`config.mk`:
```
export PLATFORM = sky130hd
export DESIGN_NAME = proxy_negotiation_parser
export DESIGN_NICKNAME = d
export VERILOG_FILES = /design/src/rtl/pnp_pkg.sv /design/src/rtl/pnp_parser.sv /design/src/rtl/pnp_emitter.sv /design/src/rtl/proxy_negotiation_parser.sv
export VERILOG_INCLUDE_DIRS = /design/src /design/src/rtl
export SDC_FILE = /design/constraint.sdc
export NUM_CORES = 1
export LEC_CHECK = 0
export ABC_AREA = 0
export BUFFER_PORTS_ARGS = -buffer_cell sky130_fd_sc_hd__buf_2
export CAP_MARGIN = 20
export CORE_MARGIN = 1.5
export CORE_UTILIZATION = 30
export CTS_BUF_LIST = sky130_fd_sc_hd__clkbuf_16
export DETAILED_ROUTE_END_ITERATION = 6
export GPL_TIMING_DRIVEN = 0
export PLACE_DENSITY_LB_ADDON = 0.1
export SLEW_MARGIN = 20
export SYNTH_ARGS = -nofsm -noshare
export SYNTH_HDL_FRONTEND = slang
export SYNTH_SLANG_ARGS = --single-unit
```
`constraint.sdc`:
```
create_clock -name clk -period 7.24 [get_ports clk]
set_input_delay 1.086 -clock clk [delete_from_list [all_inputs] [get_ports clk]]
set_output_delay 1.086 -clock clk [all_outputs]
set_load 0.02 [all_outputs]
```
`src/rtl/proxy_negotiation_parser_defines.svh`:
```
// Assertion macros shared by the proxy negotiation parser RTL.
// Used by files that include this header; expects clk and rst_n in scope.
`ifndef PROXY_NEGOTIATION_PARSER_DEFINES_SVH
`define PROXY_NEGOTIATION_PARSER_DEFINES_SVH

// Clocked assertion, off while reset is held.
`define PNP_ASSERT(label, prop, msg) \
  label: assert property (@(posedge clk) disable iff (!rst_n) prop) \
    else $error(msg);

// Antecedent in one cycle implies consequent in the next.
`define PNP_ASSERT_NEXT(label, ante, cons, msg) \
  `PNP_ASSERT(label, (ante) |=> (cons), msg)

`endif

```
`src/rtl/pnp_pkg.sv`:
```
// Shared types and constants of the proxy negotiation parser.
// No dependencies; imported by the parser, emitter and top level.
`timescale 1ns / 1ps
`default_nettype none

package pnp_pkg;

  localparam int PNP_CRED_BYTES = 8;

  // result kinds
  localparam logic [2:0] KIND_REPLY   = 3'd0;
  localparam logic [2:0] KIND_DOMAIN  = 3'd1;
  localparam logic [2:0] KIND_CONNECT = 3'd2;
  localparam logic [2:0] KIND_CLOSE   = 3'd3;
  localparam logic [2:0] KIND_FORWARD = 3'd4;

  // close reasons
  localparam logic [3:0] RSN_NONE       = 4'd0;
  localparam logic [3:0] RSN_GREET_VER  = 4'd1;
  localparam logic [3:0] RSN_NO_METHODS = 4'd2;
  localparam logic [3:0] RSN_NO_METHOD  = 4'd3;
  localparam logic [3:0] RSN_AUTH_VER   = 4'd4;
  localparam logic [3:0] RSN_EMPTY_USER = 4'd5;
  localparam logic [3:0] RSN_EMPTY_PASS = 4'd6;
  localparam logic [3:0] RSN_MISMATCH   = 4'd7;
  localparam logic [3:0] RSN_REQ_VER    = 4'd8;
  localparam logic [3:0] RSN_CMD        = 4'd9;
  localparam logic [3:0] RSN_ATYPE      = 4'd10;

  // protocol bytes
  localparam logic [7:0] SOCKS_VER      = 8'h05;
  localparam logic [7:0] AUTH_VER       = 8'h01;
  localparam logic [7:0] METH_NONE      = 8'h00;
  localparam logic [7:0] METH_USERPASS  = 8'h02;
  localparam logic [7:0] METH_REJECT    = 8'hFF;
  localparam logic [7:0] CMD_CONNECT    = 8'h01;
  localparam logic [7:0] ATYP_IPV4      = 8'h01;
  localparam logic [7:0] ATYP_DOMAIN    = 8'h03;
  localparam logic [7:0] REP_BAD_CMD    = 8'h07;
  localparam logic [7:0] REP_BAD_ATYP   = 8'h08;
  localparam logic [7:0] STATUS_OK      = 8'h00;
  localparam logic [7:0] STATUS_FAIL    = 8'h01;
  localparam logic [7:0] ZERO_BYTE      = 8'h00;

  // result sequence shapes produced by one client byte
  typedef enum logic [2:0] {
    SEQ_ONE,        // single result, fields as given
    SEQ_CLOSE,      // close only
    SEQ_TWO,        // two reply bytes
    SEQ_TWO_CLOSE,  // two reply bytes, then close
    SEQ_ERR         // ten-byte error reply, then close
  } pnp_seq_t;

  typedef struct packed {
    logic        valid;
    pnp_seq_t    seq;
    logic [2:0]  kind;
    logic [7:0]  data0;
    logic [7:0]  data1;
    logic [31:0] ipv4;
    logic [15:0] port;
    logic        is_domain;
    logic [7:0]  dlen;
    logic [3:0]  reason;
  } pnp_desc_t;

endpackage

`default_nettype wire

```
`src/rtl/pnp_parser.sv`:
```
// Per-byte handshake state machine of the proxy negotiation parser.
// Depends on pnp_pkg; hands a result descriptor to pnp_emitter.
`timescale 1ns / 1ps
`default_nettype none

`include "proxy_negotiation_parser_defines.svh"

module pnp_parser #(
  parameter int CRED_BYTES = pnp_pkg::PNP_CRED_BYTES
) (
  input  wire                      clk,
  input  wire                      rst_n,
  input  wire                      acc,
  input  wire                      restart,
  input  wire [7:0]                rx_byte,
  input  wire                      auth_required,
  input  wire [3:0]                user_length,
  input  wire [CRED_BYTES*8-1:0]   user_bytes,
  input  wire [3:0]                pass_length,
  input  wire [CRED_BYTES*8-1:0]   pass_bytes,
  output pnp_pkg::pnp_desc_t       desc
);
  import pnp_pkg::*;

  localparam int         IDX_W  = (CRED_BYTES > 1) ? $clog2(CRED_BYTES) : 1;
  localparam logic [7:0] CRED_N = 8'(CRED_BYTES);
  localparam logic [3:0] CRED_L = 4'(CRED_BYTES);

  typedef enum logic [4:0] {
    PH_GREET_VER, PH_GREET_NM, PH_GREET_M, PH_AUTH_VER, PH_AUTH_ULEN,
    PH_AUTH_USER, PH_AUTH_PLEN, PH_AUTH_PASS, PH_REQ_VER, PH_REQ_CMD,
    PH_REQ_RSV, PH_REQ_ATYP, PH_IPV4, PH_DOM_LEN, PH_DOM, PH_PORT_HI,
    PH_PORT_LO, PH_FORWARD, PH_CLOSED
  } phase_t;

  phase_t      phase_r, phase_nxt, cur_phase;
  logic [7:0]  rem_r, rem_nxt, cur_rem;
  logic [7:0]  fi_r, fi_nxt, cur_fi;
  logic [1:0]  meth_r, meth_nxt, cur_meth;
  logic        match_r, match_nxt, cur_match;
  logic        cmd_ok_r, cmd_ok_nxt, cur_cmd_ok;
  logic        is_dom_r, is_dom_nxt, cur_is_dom;
  logic [31:0] addr_r, addr_nxt, cur_addr;
  logic [7:0]  port_hi_r, port_hi_nxt, cur_port_hi;
  logic [7:0]  nlen_r, nlen_nxt, cur_nlen;

  // restart puts the connection state back before the byte is handled
  assign cur_phase   = restart ? PH_GREET_VER : phase_r;
  assign cur_rem     = restart ? 8'd0  : rem_r;
  assign cur_fi      = restart ? 8'd0  : fi_r;
  assign cur_meth    = restart ? 2'd0  : meth_r;
  assign cur_match   = restart ? 1'b1  : match_r;
  assign cur_cmd_ok  = restart ? 1'b0  : cmd_ok_r;
  assign cur_is_dom  = restart ? 1'b0  : is_dom_r;
  assign cur_addr    = restart ? 32'd0 : addr_r;
  assign cur_port_hi = restart ? 8'd0  : port_hi_r;
  assign cur_nlen    = restart ? 8'd0  : nlen_r;

  // stored lengths above CRED_BYTES count as CRED_BYTES
  logic [7:0] user_eff, pass_eff;
  assign user_eff = {4'd0, (user_length > CRED_L) ? CRED_L : user_length};
  assign pass_eff = {4'd0, (pass_length > CRED_L) ? CRED_L : pass_length};

  // credential byte compare, shared by username and password phases
  logic [CRED_BYTES*8-1:0] cred_sel;
  logic [IDX_W-1:0]        fi_idx;
  logic                    cred_ok;
  logic [7:0]              rem_dec;
  logic [1:0]              meth_upd;
  assign cred_sel = (cur_phase == PH_AUTH_PASS) ? pass_bytes : user_bytes;
  assign fi_idx   = cur_fi[IDX_W-1:0];
  assign cred_ok  = (cur_fi < CRED_N) && (cred_sel[{fi_idx, 3'b000} +: 8] == rx_byte);
  assign rem_dec  = cur_rem - 8'd1;
  assign meth_upd = cur_meth | {rx_byte == METH_USERPASS, rx_byte == METH_NONE};

  always_comb begin
    phase_nxt   = cur_phase;
    rem_nxt     = cur_rem;
    fi_nxt      = cur_fi;
    meth_nxt    = cur_meth;
    match_nxt   = cur_match;
    cmd_ok_nxt  = cur_cmd_ok;
    is_dom_nxt  = cur_is_dom;
    addr_nxt    = cur_addr;
    port_hi_nxt = cur_port_hi;
    nlen_nxt    = cur_nlen;
    desc        = '0;
    desc.seq    = SEQ_ONE;

    unique case (cur_phase)
      PH_GREET_VER: begin
        if (rx_byte != SOCKS_VER) begin
          desc.valid = 1'b1; desc.seq = SEQ_CLOSE; desc.reason = RSN_GREET_VER;
          phase_nxt  = PH_CLOSED;
        end else begin
          phase_nxt = PH_GREET_NM;
        end
      end
      PH_GREET_NM: begin
        if (rx_byte == 8'd0) begin
          desc.valid = 1'b1; desc.seq = SEQ_CLOSE; desc.reason = RSN_NO_METHODS;
          phase_nxt  = PH_CLOSED;
        end else begin
          rem_nxt   = rx_byte;
          meth_nxt  = 2'd0;
          phase_nxt = PH_GREET_M;
        end
      end
      PH_GREET_M: begin
        meth_nxt = meth_upd;
        rem_nxt  = rem_dec;
        if (rem_dec == 8'd0) begin
          desc.valid = 1'b1;
          desc.data0 = SOCKS_VER;
          if (auth_required && meth_upd[1]) begin
            desc.seq = SEQ_TWO; desc.data1 = METH_USERPASS;
            phase_nxt = PH_AUTH_VER;
          end else if (!auth_required && meth_upd[0]) begin
            desc.seq = SEQ_TWO; desc.data1 = METH_NONE;
            phase_nxt = PH_REQ_VER;
          end else begin
            desc.seq = SEQ_TWO_CLOSE; desc.data1 = METH_REJECT;
            desc.reason = RSN_NO_METHOD;
            phase_nxt = PH_CLOSED;
          end
        end
      end
      PH_AUTH_VER: begin
        if (rx_byte != AUTH_VER) begin
          desc.valid = 1'b1; desc.seq = SEQ_CLOSE; desc.reason = RSN_AUTH_VER;
          phase_nxt  = PH_CLOSED;
        end else begin
          phase_nxt = PH_AUTH_ULEN;
        end
      end
      PH_AUTH_ULEN: begin
        if (rx_byte == 8'd0) begin
          desc.valid = 1'b1; desc.seq = SEQ_CLOSE; desc.reason = RSN_EMPTY_USER;
          phase_nxt  = PH_CLOSED;
        end else begin
          rem_nxt   = rx_byte;
          fi_nxt    = 8'd0;
          match_nxt = (rx_byte == user_eff);
          phase_nxt = PH_AUTH_USER;
        end
      end
      PH_AUTH_USER: begin
        match_nxt = cur_match & cred_ok;
        fi_nxt    = cur_fi + 8'd1;
        rem_nxt   = rem_dec;
        if (rem_dec == 8'd0) phase_nxt = PH_AUTH_PLEN;
      end
      PH_AUTH_PLEN: begin
        if (rx_byte == 8'd0) begin
          desc.valid = 1'b1; desc.seq = SEQ_CLOSE; desc.reason = RSN_EMPTY_PASS;
          phase_nxt  = PH_CLOSED;
        end else begin
          rem_nxt   = rx_byte;
          fi_nxt    = 8'd0;
          match_nxt = cur_match & (rx_byte == pass_eff);
          phase_nxt = PH_AUTH_PASS;
        end
      end
      PH_AUTH_PASS: begin
        match_nxt = cur_match & cred_ok;
        fi_nxt    = cur_fi + 8'd1;
        rem_nxt   = rem_dec;
        if (rem_dec == 8'd0) begin
          desc.valid = 1'b1;
          desc.data0 = AUTH_VER;
          if (cur_match && cred_ok) begin
            desc.seq = SEQ_TWO; desc.data1 = STATUS_OK;
            phase_nxt = PH_REQ_VER;
          end else begin
            desc.seq = SEQ_TWO_CLOSE; desc.data1 = STATUS_FAIL;
            desc.reason = RSN_MISMATCH;
            phase_nxt = PH_CLOSED;
          end
        end
      end
      PH_REQ_VER: begin
        if (rx_byte != SOCKS_VER) begin
          desc.valid = 1'b1; desc.seq = SEQ_CLOSE; desc.reason = RSN_REQ_VER;
          phase_nxt  = PH_CLOSED;
        end else begin
          phase_nxt = PH_REQ_CMD;
        end
      end
      PH_REQ_CMD: begin
        cmd_ok_nxt = (rx_byte == CMD_CONNECT);
        phase_nxt  = PH_REQ_RSV;
      end
      PH_REQ_RSV: phase_nxt = PH_REQ_ATYP;
      PH_REQ_ATYP: begin
        is_dom_nxt  = (rx_byte == ATYP_DOMAIN);
        addr_nxt    = 32'd0;
        port_hi_nxt = 8'd0;
        nlen_nxt    = 8'd0;
        fi_nxt      = 8'd0;
        // bad command is reported ahead of a bad address type
        if (!cur_cmd_ok) begin
          desc.valid = 1'b1; desc.seq = SEQ_ERR; desc.data0 = SOCKS_VER;
          desc.data1 = REP_BAD_CMD; desc.reason = RSN_CMD;
          phase_nxt  = PH_CLOSED;
        end else if (rx_byte == ATYP_IPV4) begin
          phase_nxt = PH_IPV4;
        end else if (rx_byte == ATYP_DOMAIN) begin
          phase_nxt = PH_DOM_LEN;
        end else begin
          desc.valid = 1'b1; desc.seq = SEQ_ERR; desc.data0 = SOCKS_VER;
          desc.data1 = REP_BAD_ATYP; desc.reason = RSN_ATYPE;
          phase_nxt  = PH_CLOSED;
        end
      end
      PH_IPV4: begin
        addr_nxt = {cur_addr[23:0], rx_byte};
        fi_nxt   = cur_fi + 8'd1;
        if (cur_fi + 8'd1 >= 8'd4) phase_nxt = PH_PORT_HI;
      end
      PH_DOM_LEN: begin
        nlen_nxt  = rx_byte;
        rem_nxt   = rx_byte;
        phase_nxt = (rx_byte == 8'd0) ? PH_PORT_HI : PH_DOM;
      end
      PH_DOM: begin
        desc.valid = 1'b1; desc.kind = KIND_DOMAIN; desc.data0 = rx_byte;
        rem_nxt    = rem_dec;
        if (rem_dec == 8'd0) phase_nxt = PH_PORT_HI;
      end
      PH_PORT_HI: begin
        port_hi_nxt = rx_byte;
        phase_nxt   = PH_PORT_LO;
      end
      PH_PORT_LO: begin
        port_hi_nxt    = 8'd0;
        desc.valid     = 1'b1;
        desc.kind      = KIND_CONNECT;
        desc.port      = {cur_port_hi, rx_byte};
        desc.is_domain = cur_is_dom;
        desc.ipv4      = cur_is_dom ? 32'd0 : cur_addr;
        desc.dlen      = cur_is_dom ? cur_nlen : 8'd0;
        phase_nxt      = PH_FORWARD;
      end
      PH_FORWARD: begin
        desc.valid = 1'b1; desc.kind = KIND_FORWARD; desc.data0 = rx_byte;
      end
      PH_CLOSED: phase_nxt = PH_CLOSED;
      default:   phase_nxt = PH_CLOSED;
    endcase
  end

  always_ff @(posedge clk) begin
    if (!rst_n) begin
      phase_r   <= PH_GREET_VER;
      rem_r     <= 8'd0;
      fi_r      <= 8'd0;
      meth_r    <= 2'd0;
      match_r   <= 1'b1;
      cmd_ok_r  <= 1'b0;
      is_dom_r  <= 1'b0;
      addr_r    <= 32'd0;
      port_hi_r <= 8'd0;
      nlen_r    <= 8'd0;
    end else if (acc) begin
      phase_r   <= phase_nxt;
      rem_r     <= rem_nxt;
      fi_r      <= fi_nxt;
      meth_r    <= meth_nxt;
      match_r   <= match_nxt;
      cmd_ok_r  <= cmd_ok_nxt;
      is_dom_r  <= is_dom_nxt;
      addr_r    <= addr_nxt;
      port_hi_r <= port_hi_nxt;
      nlen_r    <= nlen_nxt;
    end
  end

  // byte accepted on a closed connection without restart
  logic closed_hit;
  assign closed_hit = acc && !restart && (phase_r == PH_CLOSED);

  `PNP_ASSERT(a_closed_silent, closed_hit |-> !desc.valid, "result while closed")
  `PNP_ASSERT_NEXT(a_closed_sticks, closed_hit, phase_r == PH_CLOSED, "closed state left")
  `PNP_ASSERT(a_ipv4_index, (phase_r == PH_IPV4) |-> (fi_r < 8'd4), "address index overran")

endmodule

`default_nettype wire

```
`src/rtl/pnp_emitter.sv`:
```
// Result sequencer: holds one descriptor and plays out its results in order.
// Depends on pnp_pkg; fed by pnp_parser.
`timescale 1ns / 1ps
`default_nettype none

`include "proxy_negotiation_parser_defines.svh"

module pnp_emitter (
  input  wire                 clk,
  input  wire                 rst_n,
  input  wire                 load,
  input  pnp_pkg::pnp_desc_t  desc,
  output logic                free,
  output logic                out_valid,
  input  wire                 out_stall,
  output logic [2:0]          out_kind,
  output logic [7:0]          out_byte,
  output logic [31:0]         out_target_ipv4,
  output logic [15:0]         out_target_port,
  output logic                out_address_is_domain,
  output logic [7:0]          out_domain_length,
  output logic [3:0]          out_close_reason,
  output logic                out_last
);
  import pnp_pkg::*;

  pnp_desc_t  desc_r;
  logic       busy_r;
  logic [3:0] step_r;
  logic [3:0] last_step;
  logic       has_close, is_final, fin;

  always_comb begin
    unique case (desc_r.seq)
      SEQ_ONE:       begin last_step = 4'd0;  has_close = 1'b0; end
      SEQ_CLOSE:     begin last_step = 4'd0;  has_close = 1'b1; end
      SEQ_TWO:       begin last_step = 4'd1;  has_close = 1'b0; end
      SEQ_TWO_CLOSE: begin last_step = 4'd2;  has_close = 1'b1; end
      SEQ_ERR:       begin last_step = 4'd10; has_close = 1'b1; end
      default:       begin last_step = 4'd0;  has_close = 1'b0; end
    endcase
  end

  assign is_final  = (step_r == last_step);
  assign fin       = busy_r && !out_stall && is_final;
  assign free      = !busy_r || fin;
  assign out_valid = busy_r;
  assign out_last  = is_final;

  always_comb begin
    out_kind              = KIND_REPLY;
    out_byte              = ZERO_BYTE;
    out_target_ipv4       = 32'd0;
    out_target_port       = 16'd0;
    out_address_is_domain = 1'b0;
    out_domain_length     = 8'd0;
    out_close_reason      = RSN_NONE;
    if (desc_r.seq == SEQ_ONE) begin
      out_kind              = desc_r.kind;
      out_byte              = desc_r.data0;
      out_target_ipv4       = desc_r.ipv4;
      out_target_port       = desc_r.port;
      out_address_is_domain = desc_r.is_domain;
      out_domain_length     = desc_r.dlen;
    end else if (has_close && is_final) begin
      out_kind         = KIND_CLOSE;
      out_close_reason = desc_r.reason;
    end else if (step_r == 4'd0) begin
      out_byte = desc_r.data0;
    end else if (step_r == 4'd1) begin
      out_byte = desc_r.data1;
    end else if (desc_r.seq == SEQ_ERR && step_r == 4'd3) begin
      out_byte = ATYP_IPV4;  // bound address type field of the error reply
    end
  end

  always_ff @(posedge clk) begin
    if (!rst_n) begin
      busy_r <= 1'b0;
      step_r <= 4'd0;
    end else if (load) begin
      busy_r <= 1'b1;
      step_r <= 4'd0;
    end else if (fin) begin
      busy_r <= 1'b0;
      step_r <= 4'd0;
    end else if (busy_r && !out_stall) begin
      step_r <= step_r + 4'd1;
    end
  end

  always_ff @(posedge clk) begin
    if (load) desc_r <= desc;
  end

  // result shown but held off by the receiver
  logic out_held;
  assign out_held = out_valid && out_stall;

  `PNP_ASSERT(a_load_when_free, load |-> free, "descriptor loaded over a pending one")
  `PNP_ASSERT(a_step_bound, busy_r |-> (step_r <= last_step), "step ran past end of sequence")
  `PNP_ASSERT_NEXT(a_stall_holds, out_held, out_valid && $stable(step_r), "held result moved")

endmodule

`default_nettype wire

```
`src/rtl/proxy_negotiation_parser.sv`:
```
// Top level of the SOCKS5-style proxy negotiation parser.
// Depends on pnp_pkg, pnp_parser and pnp_emitter.
//
// Usage:
//   Input channel (in_valid / in_stall): one client byte per transaction,
//   with in_restart to begin a new connection ahead of that byte.
//   Output channel (out_valid / out_stall): one result per transaction
//   (reply byte, domain byte, connect, close or forwarded byte); out_last
//   marks the final result caused by a given input byte.
//   Config port: APB-style, 64-bit data, registers at 8-byte strides.
//   Write only while the block is idle.
// Timing: a byte's first result is shown in the cycle after the byte is
//   accepted. A byte with at most one result frees the sequencer once it
//   is taken, so forwarding runs at one byte per clock while out_stall is
//   low. Bytes with k results (two for method and auth replies, three with
//   a close, eleven for an error reply) play out in order from the single
//   descriptor register of the sequencer; no new byte enters until the last is.
// Reset: rst_n (synchronous) clears all config registers and returns the
//   parser to the greeting version byte; the output channel goes empty.
// Stall: while out_stall is high the shown result holds; in_stall rises
//   once the sequencer holds results that cannot drain this cycle.
`timescale 1ns / 1ps
`default_nettype none

module proxy_negotiation_parser #(
  parameter int CRED_BYTES = pnp_pkg::PNP_CRED_BYTES
) (
  input  wire         clk,
  input  wire         rst_n,
  // client byte input
  input  wire         in_valid,
  output logic        in_stall,
  input  wire         in_restart,
  input  wire  [7:0]  in_rx_byte,
  // result output
  output logic        out_valid,
  input  wire         out_stall,
  output logic [2:0]  out_kind,
  output logic [7:0]  out_byte,
  output logic [31:0] out_target_ipv4,
  output logic [15:0] out_target_port,
  output logic        out_address_is_domain,
  output logic [7:0]  out_domain_length,
  output logic [3:0]  out_close_reason,
  output logic        out_last,
  // configuration
  input  wire         psel,
  input  wire         penable,
  input  wire         pwrite,
  input  wire  [5:0]  paddr,
  input  wire  [63:0] pwdata,
  output logic [63:0] prdata,
  output logic        pready
);
  import pnp_pkg::*;

  localparam int CRED_W = CRED_BYTES * 8;

  // register indexes (byte address / 8)
  localparam logic [2:0] REG_AUTH_REQUIRED = 3'd0;
  localparam logic [2:0] REG_USER_LENGTH   = 3'd1;
  localparam logic [2:0] REG_USER_BYTES    = 3'd2;
  localparam logic [2:0] REG_PASS_LENGTH   = 3'd3;
  localparam logic [2:0] REG_PASS_BYTES    = 3'd4;

  // ---------------------------------------------------------------
  // Config registers. Only the first CRED_BYTES bytes of a stored
  // credential can ever be compared, so only those are kept.
  // ---------------------------------------------------------------
  logic              auth_r;
  logic [3:0]        ulen_r, plen_r;
  logic [CRED_W-1:0] user_r, pass_r;
  logic [2:0]        reg_idx;
  logic              wr_en;

  assign pready  = 1'b1;
  assign reg_idx = paddr[5:3];
  assign wr_en   = psel && penable && pwrite && pready;

  always_ff @(posedge clk) begin
    if (!rst_n) begin
      auth_r <= 1'b0;
      ulen_r <= 4'd0;
      plen_r <= 4'd0;
      user_r <= '0;
      pass_r <= '0;
    end else if (wr_en) begin
      unique case (reg_idx)
        REG_AUTH_REQUIRED: auth_r <= pwdata[0];
        REG_USER_LENGTH:   ulen_r <= pwdata[3:0];
        REG_USER_BYTES:    user_r <= pwdata[CRED_W-1:0];
        REG_PASS_LENGTH:   plen_r <= pwdata[3:0];
        REG_PASS_BYTES:    pass_r <= pwdata[CRED_W-1:0];
        default: ;  // unmapped, write dropped
      endcase
    end
  end

  always_comb begin
    unique case (reg_idx)
      REG_AUTH_REQUIRED: prdata = {63'd0, auth_r};
      REG_USER_LENGTH:   prdata = {60'd0, ulen_r};
      REG_USER_BYTES:    prdata = 64'(user_r);
      REG_PASS_LENGTH:   prdata = {60'd0, plen_r};
      REG_PASS_BYTES:    prdata = 64'(pass_r);
      default:           prdata = 64'd0;
    endcase
  end

  // ---------------------------------------------------------------
  // Datapath: parser updates connection state on each accepted byte
  // and produces a descriptor; the emitter registers it and plays
  // out the result transactions.
  // ---------------------------------------------------------------
  pnp_desc_t desc;
  logic      acc;
  logic      seq_free;

  assign in_stall = !seq_free;
  assign acc      = in_valid && !in_stall;

  pnp_parser #(
    .CRED_BYTES (CRED_BYTES)
  ) u_parser (
    .clk           (clk),
    .rst_n         (rst_n),
    .acc           (acc),
    .restart       (in_restart),
    .rx_byte       (in_rx_byte),
    .auth_required (auth_r),
    .user_length   (ulen_r),
    .user_bytes    (user_r),
    .pass_length   (plen_r),
    .pass_bytes    (pass_r),
    .desc          (desc)
  );

  // a byte with no results (most header bytes) never touches the emitter
  pnp_emitter u_emitter (
    .clk                   (clk),
    .rst_n                 (rst_n),
    .load                  (acc && desc.valid),
    .desc                  (desc),
    .free                  (seq_free),
    .out_valid             (out_valid),
    .out_stall             (out_stall),
    .out_kind              (out_kind),
    .out_byte              (out_byte),
    .out_target_ipv4       (out_target_ipv4),
    .out_target_port       (out_target_port),
    .out_address_is_domain (out_address_is_domain),
    .out_domain_length     (out_domain_length),
    .out_close_reason      (out_close_reason),
    .out_last              (out_last)
  );

endmodule

`default_nettype wire
```
==> flow_summary_export.csv, run 1 <==
group,metric,value,unit
yosys,syn-num-nets,1892,
global_route,grt_pass1_wl,86.1,mm
min_path,hold_class,"reg2reg",
yosys,synth_cell_types,72,
final_layout,drive_gt1_frac,0.155,
yosys,ys_warn_count,0,
sta,rsz0062_at_grt,"no",
final_layout,mostFrequentLayoutCell,"nand2_1",
clock_tree,clock-sinks,296,
critical_path,cp_common_cell,"clkbuf_1",
yosys,synth_top_area_share,0.290,
die,num_rows,81,
placed_design,io_buffers,216,
sta,worst_pin_slew,1.15,ns
sta,tns,0,ns
sta,slew_headroom,0.216,
global_route,use_met1,0.295,
clock_tree,cts_setup_buffers,0,
critical_path,rrSetupSlack,2.56,ns
clock_tree,clock_tree.root_cell,"clkbuf_16",
global_route,met3_usage,0.0360,
clock_tree,cts_buffers,38,
min_path,hold_start,"user_r[15]",
drt,wirelength,57.9,mm
min_path,min_path_cells,2,
sta,finalCritPeriodShare,0.909,
global_route,grtUsageMet2,0.365,
yosys,synth.area.top_cells,"dfxtp_1 (29%), edfxtp_1 (16%), nand2_1 (8.7%)",
drt,drt_iter0_drc,1103,
critical_path,slowest_stage,"clkbuf_1",
yosys,avgSynthCellArea,8.28,um^2
sta,finalHoldViolCount,0,
yosys,syn-instance-count,1799,
yosys,synth_flop_cell,"dfxtp_1",
final_layout,seq_area,0.00673,mm^2
sta,skew,0.0157,ns
clock_tree,htreeDepth,2,
min_path,holdPathEnd,"user_r[15]",
die,die_w,226,um
critical_path,cp.arrival,6.83,ns
global_route,grt_max_degree,31,
final_layout,nFillCells,5182,
drt,wl_per_cell,21.0,um
placed_design,place_ws,0.0893,ns
global_route,globalRoute.totalOverflow,0,
sta,period_needed,6.58,ns
clock_tree,cts_tree,"yes",
critical_path,reg2reg_depth,11,
die,start_util,0.304,
critical_path,crit_path_max_incr_delay,0.68,ns
critical_path,timing_worst_setup_path_type,"in2reg",
die,die_area,0.0510,mm^2
power,powerDensity,231,mW/mm^2
critical_path,cp_cell_sequence,"buf_2, clkbuf_1, clkbuf_1, buf_1, nor2b_1, inv_1, ha_1, clkbuf_1, or3b_2, a32o_1, a21oi_1, nand3_1, nor3_2, a21boi_0, o31a_2, buf_12, buf_12",
run_status,status,"finished clean",
final_layout,layout_common_cells,"nand2_1 (344), buf_2 (221), dfxtp_1 (216)",
yosys,async_flop_share,0,
clock_tree,cts.clk_slew.worst_paths,0.05,ns
critical_path,endpoint_kind,"register",
yosys,synth_top_area_cell,"dfxtp_1",
die,pin_count,226,
drt,ant_nets,0,
critical_path,crit_path_start_kind,"input pin",
drt,num_vias,14300,
sta,worst_slack,0.656,ns
flow_run,cap_violations,0,
yosys,synthesis.area,0.0149,mm^2
power,p_leak,6.68,nW
sta,holdWs,0.472,ns
final_layout,multi_input_area,0.00753,mm^2
critical_path,r2r-end,"u_emitter.desc_r[0]",
global_route,grt_pass1_vias,13800,
final_layout,final_nets,2151,
global_route,top_usage_layer,"met2",
placed_design,dp_hpwl,42.3,mm
critical_path,required,7.49,ns
drt,first_pass_iters,5,
placed_design,dp.cells,2682,
placed_design,gp_congestion,0.910,
die,die_h,226,um
drt,via_per_inst,5.20,
clock_tree,cts_resized,0,
clock_tree,clock_path_buffers,3,
critical_path,reg2reg_from,"u_parser.phase_r[2]",
sta,max_freq,0.152,GHz
sta,setup_viol,0,
yosys,synth_seq_cells,296,
final_layout,final_cells,2752,
yosys,ys_seq_area_frac,0.451,
clock_tree,clk_latency,0.56,ns
die,coreArea,0.0490,mm^2
final_layout,synthToLayoutAreaGrowth,21.4,%
power,irDropWorstVdd,122,uV
clock_tree,cts_hold_buffers,0,
global_route,antenna_found_initial,0,
global_route,track_usage,0.225,
critical_path,critical_path_peak_fanout,30,
drt,drc,0,
yosys,synth_edf_count,80,
sta,maxSlewViolCount,0,
metrics by stage:
| step | total power, mW | util | cell area, um^2 |
|---|---|---|---|
| 2_1_floorplan | 2.16 | - | 14900 |
| 3_3_place_gp | 2.38 | 0.343 | 16800 |
| 3_5_place_dp | 2.38 | 0.345 | 16900 |
| 4_1_cts | 4.24 | 0.369 | 18100 |
| 5_1_grt | 4.35 | 0.370 | 18100 |
| 6_report | 4.18 | 0.370 | 18100 |
registers in the layout, indices dropped and copies added, names as in the netlist, 5 cells and up:
signal	count
u_emitter.desc_r	80
pass_r	64
user_r	64
u_parser.addr_r	32
u_parser.fi_r	8
u_parser.nlen_r	8
u_parser.port_hi_r	8
u_parser.rem_r	8
u_parser.phase_r	5
report_power, final:
group	internal (mW)	total, mW	leakage [nW]	switching [mW]
registers	1.79	1.82	2.54	0.0319
clock network	1.08	1.84	0.620	0.753
logic	0.150	0.521	3.52	0.371
layer usage:
layer,part of all wire,vias up,wire [um]
li1,-,6879,-
met1,0.43,6761,25100
met2,0.46,550,26900
met3,0.065,113,3750
met4,0.037,0,2120
met5,0,-,0
cells by family after synthesis:
logic type	Yosys count	share of synthesized area
adder cells (fa/ha/maj)	7	0.00588
buffers and inverters	167	0.0453
XOR/XNOR	20	0.0118
flip-flops	296	0.451
AO/OA/AOI/OAI	453	0.193
other	1	0.000252
AND/OR/NAND/NOR	812	0.255
multiplexers	43	0.0376
synthesized netlist by cell type (all sizes together) (12+ instances only):
master / number
nand2: 344
dfxtp: 216
nor2: 187
a21oi: 186
a22oi: 126
clkbuf: 126
and2: 121
edfxtp: 80
o21ai: 57
nand3: 34
buf: 22
mux2i: 20
inv: 19
nor3: 17
a221oi: 15
and3: 15
and3b: 15
nor2b: 15
mux2: 14
nor4: 14
a311oi: 12
nand4: 12
worst max-delay path: cells and delay by family:
kind                     cells  cell delay [ns]
buffers and inverters        8             2.67
adder cells (fa/ha/maj)      1             0.14
AO/OA/AOI/OAI                4             1.54
AND/OR/NAND/NOR              4             1.35
worst max-delay path by stage:
stage | start | cells after the start | end | slack (ns)
floorplan | in_restart | 16 | u_emitter.step_r[0] | 0.60
global placement | in_restart | 15 | u_emitter.desc_r[32] | -2.21
detailed placement | in_restart | 17 | u_emitter.desc_r[32] | 0.09
CTS | in_restart | 17 | u_emitter.desc_r[32] | 0.69
global route | in_restart | 17 | u_emitter.desc_r[32] | 0.26
finish | in_restart | 17 | u_emitter.desc_r[32] | 0.66
layout make-up:
class | count | area share
antenna | 1 | 0.000138
buffer | 148 | 0.0333
clock buffer | 41 | 0.0567
clock inverter | 28 | 0.00940
inverter | 19 | 0.00394
multi-input combinational | 1336 | 0.416
sequential | 296 | 0.372
tap | 664 | 0.0459
timing repair buffer | 219 | 0.0624
No activity file was read; power rests on OpenSTA's default activity.
==> run 2: changes to the inputs <==
--- a/config.mk
+++ b/config.mk
@@ -6,7 +6,7 @@
 export SDC_FILE = /design/constraint.sdc
 export NUM_CORES = 1
 export LEC_CHECK = 0
-export ABC_AREA = 0
+export ABC_AREA = 1
 export BUFFER_PORTS_ARGS = -buffer_cell sky130_fd_sc_hd__buf_2
 export CAP_MARGIN = 20
 export CORE_MARGIN = 1.5
==> constraint.sdc (replaced) <==
create_clock -name clk -period 7.24 [get_ports clk]
set_input_delay 1.086 -clock clk [delete_from_list [all_inputs] [get_ports clk]]
set_output_delay 1.086 -clock clk [all_outputs]
set_load 0.005 [all_outputs]
==> flow_summary_export.csv, run 2 <==
group,metric,value,unit
clock_tree,cts_setup_buffers,0,
global_route,globalRoute.totalOverflow,0,
critical_path,endpoint_kind,"output port",
flow_run,cap_violations,0,
critical_path,crit_path_start_kind,"input pin",
global_route,grt_pass1_vias,15500,
yosys,synth_cell_types,52,
min_path,hold_class,"reg2reg",
placed_design,dp.cells,3033,
sta,finalCritPeriodShare,0.597,
sta,worst_slack,2.92,ns
global_route,grt_pass1_wl,95.3,mm
die,die_h,229,um
global_route,antenna_found_initial,1,
yosys,synth_flop_cell,"dfxtp_1",
drt,num_vias,16000,
sta,worst_pin_slew,0.896,ns
sta,max_freq,0.231,GHz
placed_design,placed_cell_area,0.0173,mm^2
die,die_w,229,um
sta,rsz0062_at_grt,"no",
sta,tns,0,ns
clock_tree,clock_path_buffers,3,
yosys,synthesis.area,0.0153,mm^2
yosys,synth.area.top_cells,"dfxtp_1 (28%), edfxtp_1 (16%), nor2_1 (12%)",
critical_path,rrSetupSlack,3.53,ns
yosys,ys_warn_count,0,
yosys,avgSynthCellArea,7.14,um^2
placed_design,gp_congestion,0.927,
drt,wirelength,63.9,mm
drt,first_pass_iters,5,
die,coreArea,0.0503,mm^2
yosys,ys_seq_area_frac,0.440,
min_path,min_path_cells,2,
final_layout,top_regs,"u_emitter.desc_r (80), pass_r (64), user_r (64)",
yosys,synth_edf_count,80,
critical_path,reg2reg_from,"u_parser.fi_r[0]",
die,start_util,0.304,
critical_path,required,6.15,ns
drt,ant_nets,0,
yosys,synth_commonest_cells,"nor2_1 (493), nand2_1 (253), o21ai_0 (248), dfxtp_1 (216), inv_1 (201)",
clock_tree,cts.clk_slew.worst_paths,0.06,ns
power,p_leak,8.02,nW
critical_path,timing_worst_setup_path_type,"in2out",
power,irDropWorstVdd,128,uV
critical_path,critical_path_peak_fanout,10,
min_path,hold_start,"u_parser.meth_r[1]",
final_layout,regMostFlops,"u_emitter.desc_r",
placed_design,dp_hpwl,47.8,mm
final_layout,insertedDiodeCount,0,
clock_tree,cts_hold_buffers,0,
yosys,synth_top_area_share,0.283,
yosys,syn-num-nets,2233,
critical_path,cp.arrival,3.24,ns
final_layout,final_nets,2492,
sta,slew_headroom,0.402,
run_status,status,"finished clean",
placed_design,io_buffers,219,
die,die_area,0.0523,mm^2
clock_tree,clock_tree.root_cell,"clkbuf_16",
critical_path,reg2reg_depth,14,
final_layout,synthToLayoutAreaGrowth,20.5,%
final_layout,largest_register_ffs,80,
final_layout,nFillCells,5445,
final_layout,layout_common_cells,"nor2_1 (493), nand2_1 (253), o21ai_0 (248)",
min_path,holdPathEnd,"u_parser.meth_r[1]",
yosys,synth_top_area_cell,"dfxtp_1",
drt,via_per_inst,5.15,
yosys,async_flop_share,0,
sta,period_needed,4.32,ns
clock_tree,cts_resized,0,
power,powerDensity,225,mW/mm^2
drt,wl_per_cell,20.6,um
clock_tree,clock-sinks,296,
die,pin_count,226,
sta,maxSlewViolCount,0,
yosys,syn-instance-count,2140,
final_layout,mostFrequentLayoutCell,"nor2_1",
drt,drc,0,
final_layout,final_cells,3098,
clock_tree,clk_latency,0.57,ns
die,num_rows,82,
critical_path,r2r-end,"u_emitter.desc_r[0]",
drt,drt_iter0_drc,1305,
clock_tree,cts_tree,"yes",
final_layout,final_area,0.0184,mm^2
final_layout,drive_gt1_frac,0.139,
global_route,track_usage,0.239,
placed_design,place_ws,2.76,ns
yosys,synth.most_common_cell,"nor2_1",
sta,finalHoldViolCount,0,
clock_tree,htreeDepth,2,
yosys,synth_seq_cells,296,
sta,skew,0.0280,ns
global_route,grt_max_degree,58,
sta,setup_viol,0,
clock_tree,cts_buffers,36,
-- run 2: cell count changes in the layout (fill, tap and decap cells not counted), moves of 41 or more --
cell	change
a21oi_1	-88
and2_1	-120
a22oi_1	-124
a22o_1	+41
nor2_1	+308
inv_1	+183
nand2_1	-91
nand3_1	+131
o21ai_0	+194
-- run 2: how the worst max path moves through the flow --
stage                           from              endpoint  slack, ns  depth (start not counted)
after floorplan           in_restart   u_emitter.desc_r[0]       2.72                         10
after global placement    in_restart  u_emitter.desc_r[35]       1.22                         12
after detailed placement  in_restart   u_emitter.desc_r[0]       2.76                         14
after CTS                   paddr[4]            prdata[61]       3.00                          9
after global routing        paddr[4]            prdata[61]       2.86                          9
final                       paddr[4]            prdata[55]       2.92                          9
-- run 2: power breakdown --
group	switching [mW]	total, mW	internal [mW]
clock	0.753	1.81	1.05
sequential	0.0331	1.82	1.79
combinational	0.360	0.509	0.149
total	1.15	4.14	2.99
-- run 2: kinds of logic after synthesis --
logic type,share of synthesized area
buffers and inverters,0.0923
and+or+nand+nor,0.266
adders and majority gates,0.00573
AOI/OAI and AO/OA,0.189
xor gates and xnor gates,0.00745
DFF,0.440
other,0.000245
-- run 2: through the flow --
step | hold slack (ns) | util | total power [mW]
finish | 0.458 | 0.366 | 4.14
global route | 0.479 | 0.366 | 4.30
detailed placement | 0.450 | 0.343 | 2.37
floorplan | 0.430 | - | 2.15
global placement | 0.445 | 0.343 | 2.36
CTS | 0.458 | 0.366 | 4.17
-- run 2: final cells by class --
cell class / count / area [um^2] / share of cell area
Multi-Input combinational cell: 1490 / 7160 / 0.388
Sequential cell: 296 / 6730 / 0.365
Timing Repair Buffer: 221 / 1130 / 0.0614
Clock buffer: 38 / 951 / 0.0516
Tap cell: 672 / 841 / 0.0456
Inverter: 220 / 828 / 0.0450
Buffer: 134 / 586 / 0.0318
Clock inverter: 27 / 203 / 0.0110
-- run 2: worst max-delay path, stage by stage --
cell and delay [ns]:
buf_2 0.12, nor2_1 0.13, nand2_1 0.08, clkbuf_1 0.36, inv_2 0.37, clkbuf_1 0.55
nand2_1 0.09, o21ai_0 0.24, buf_2 0.21
-- run 2: per-layer routing --
metal	GRT usage	wire length, um
met2	0.402	30300
met1	0.312	28100
met5	0	11
met4	0.0820	1870
met3	0.0349	3620
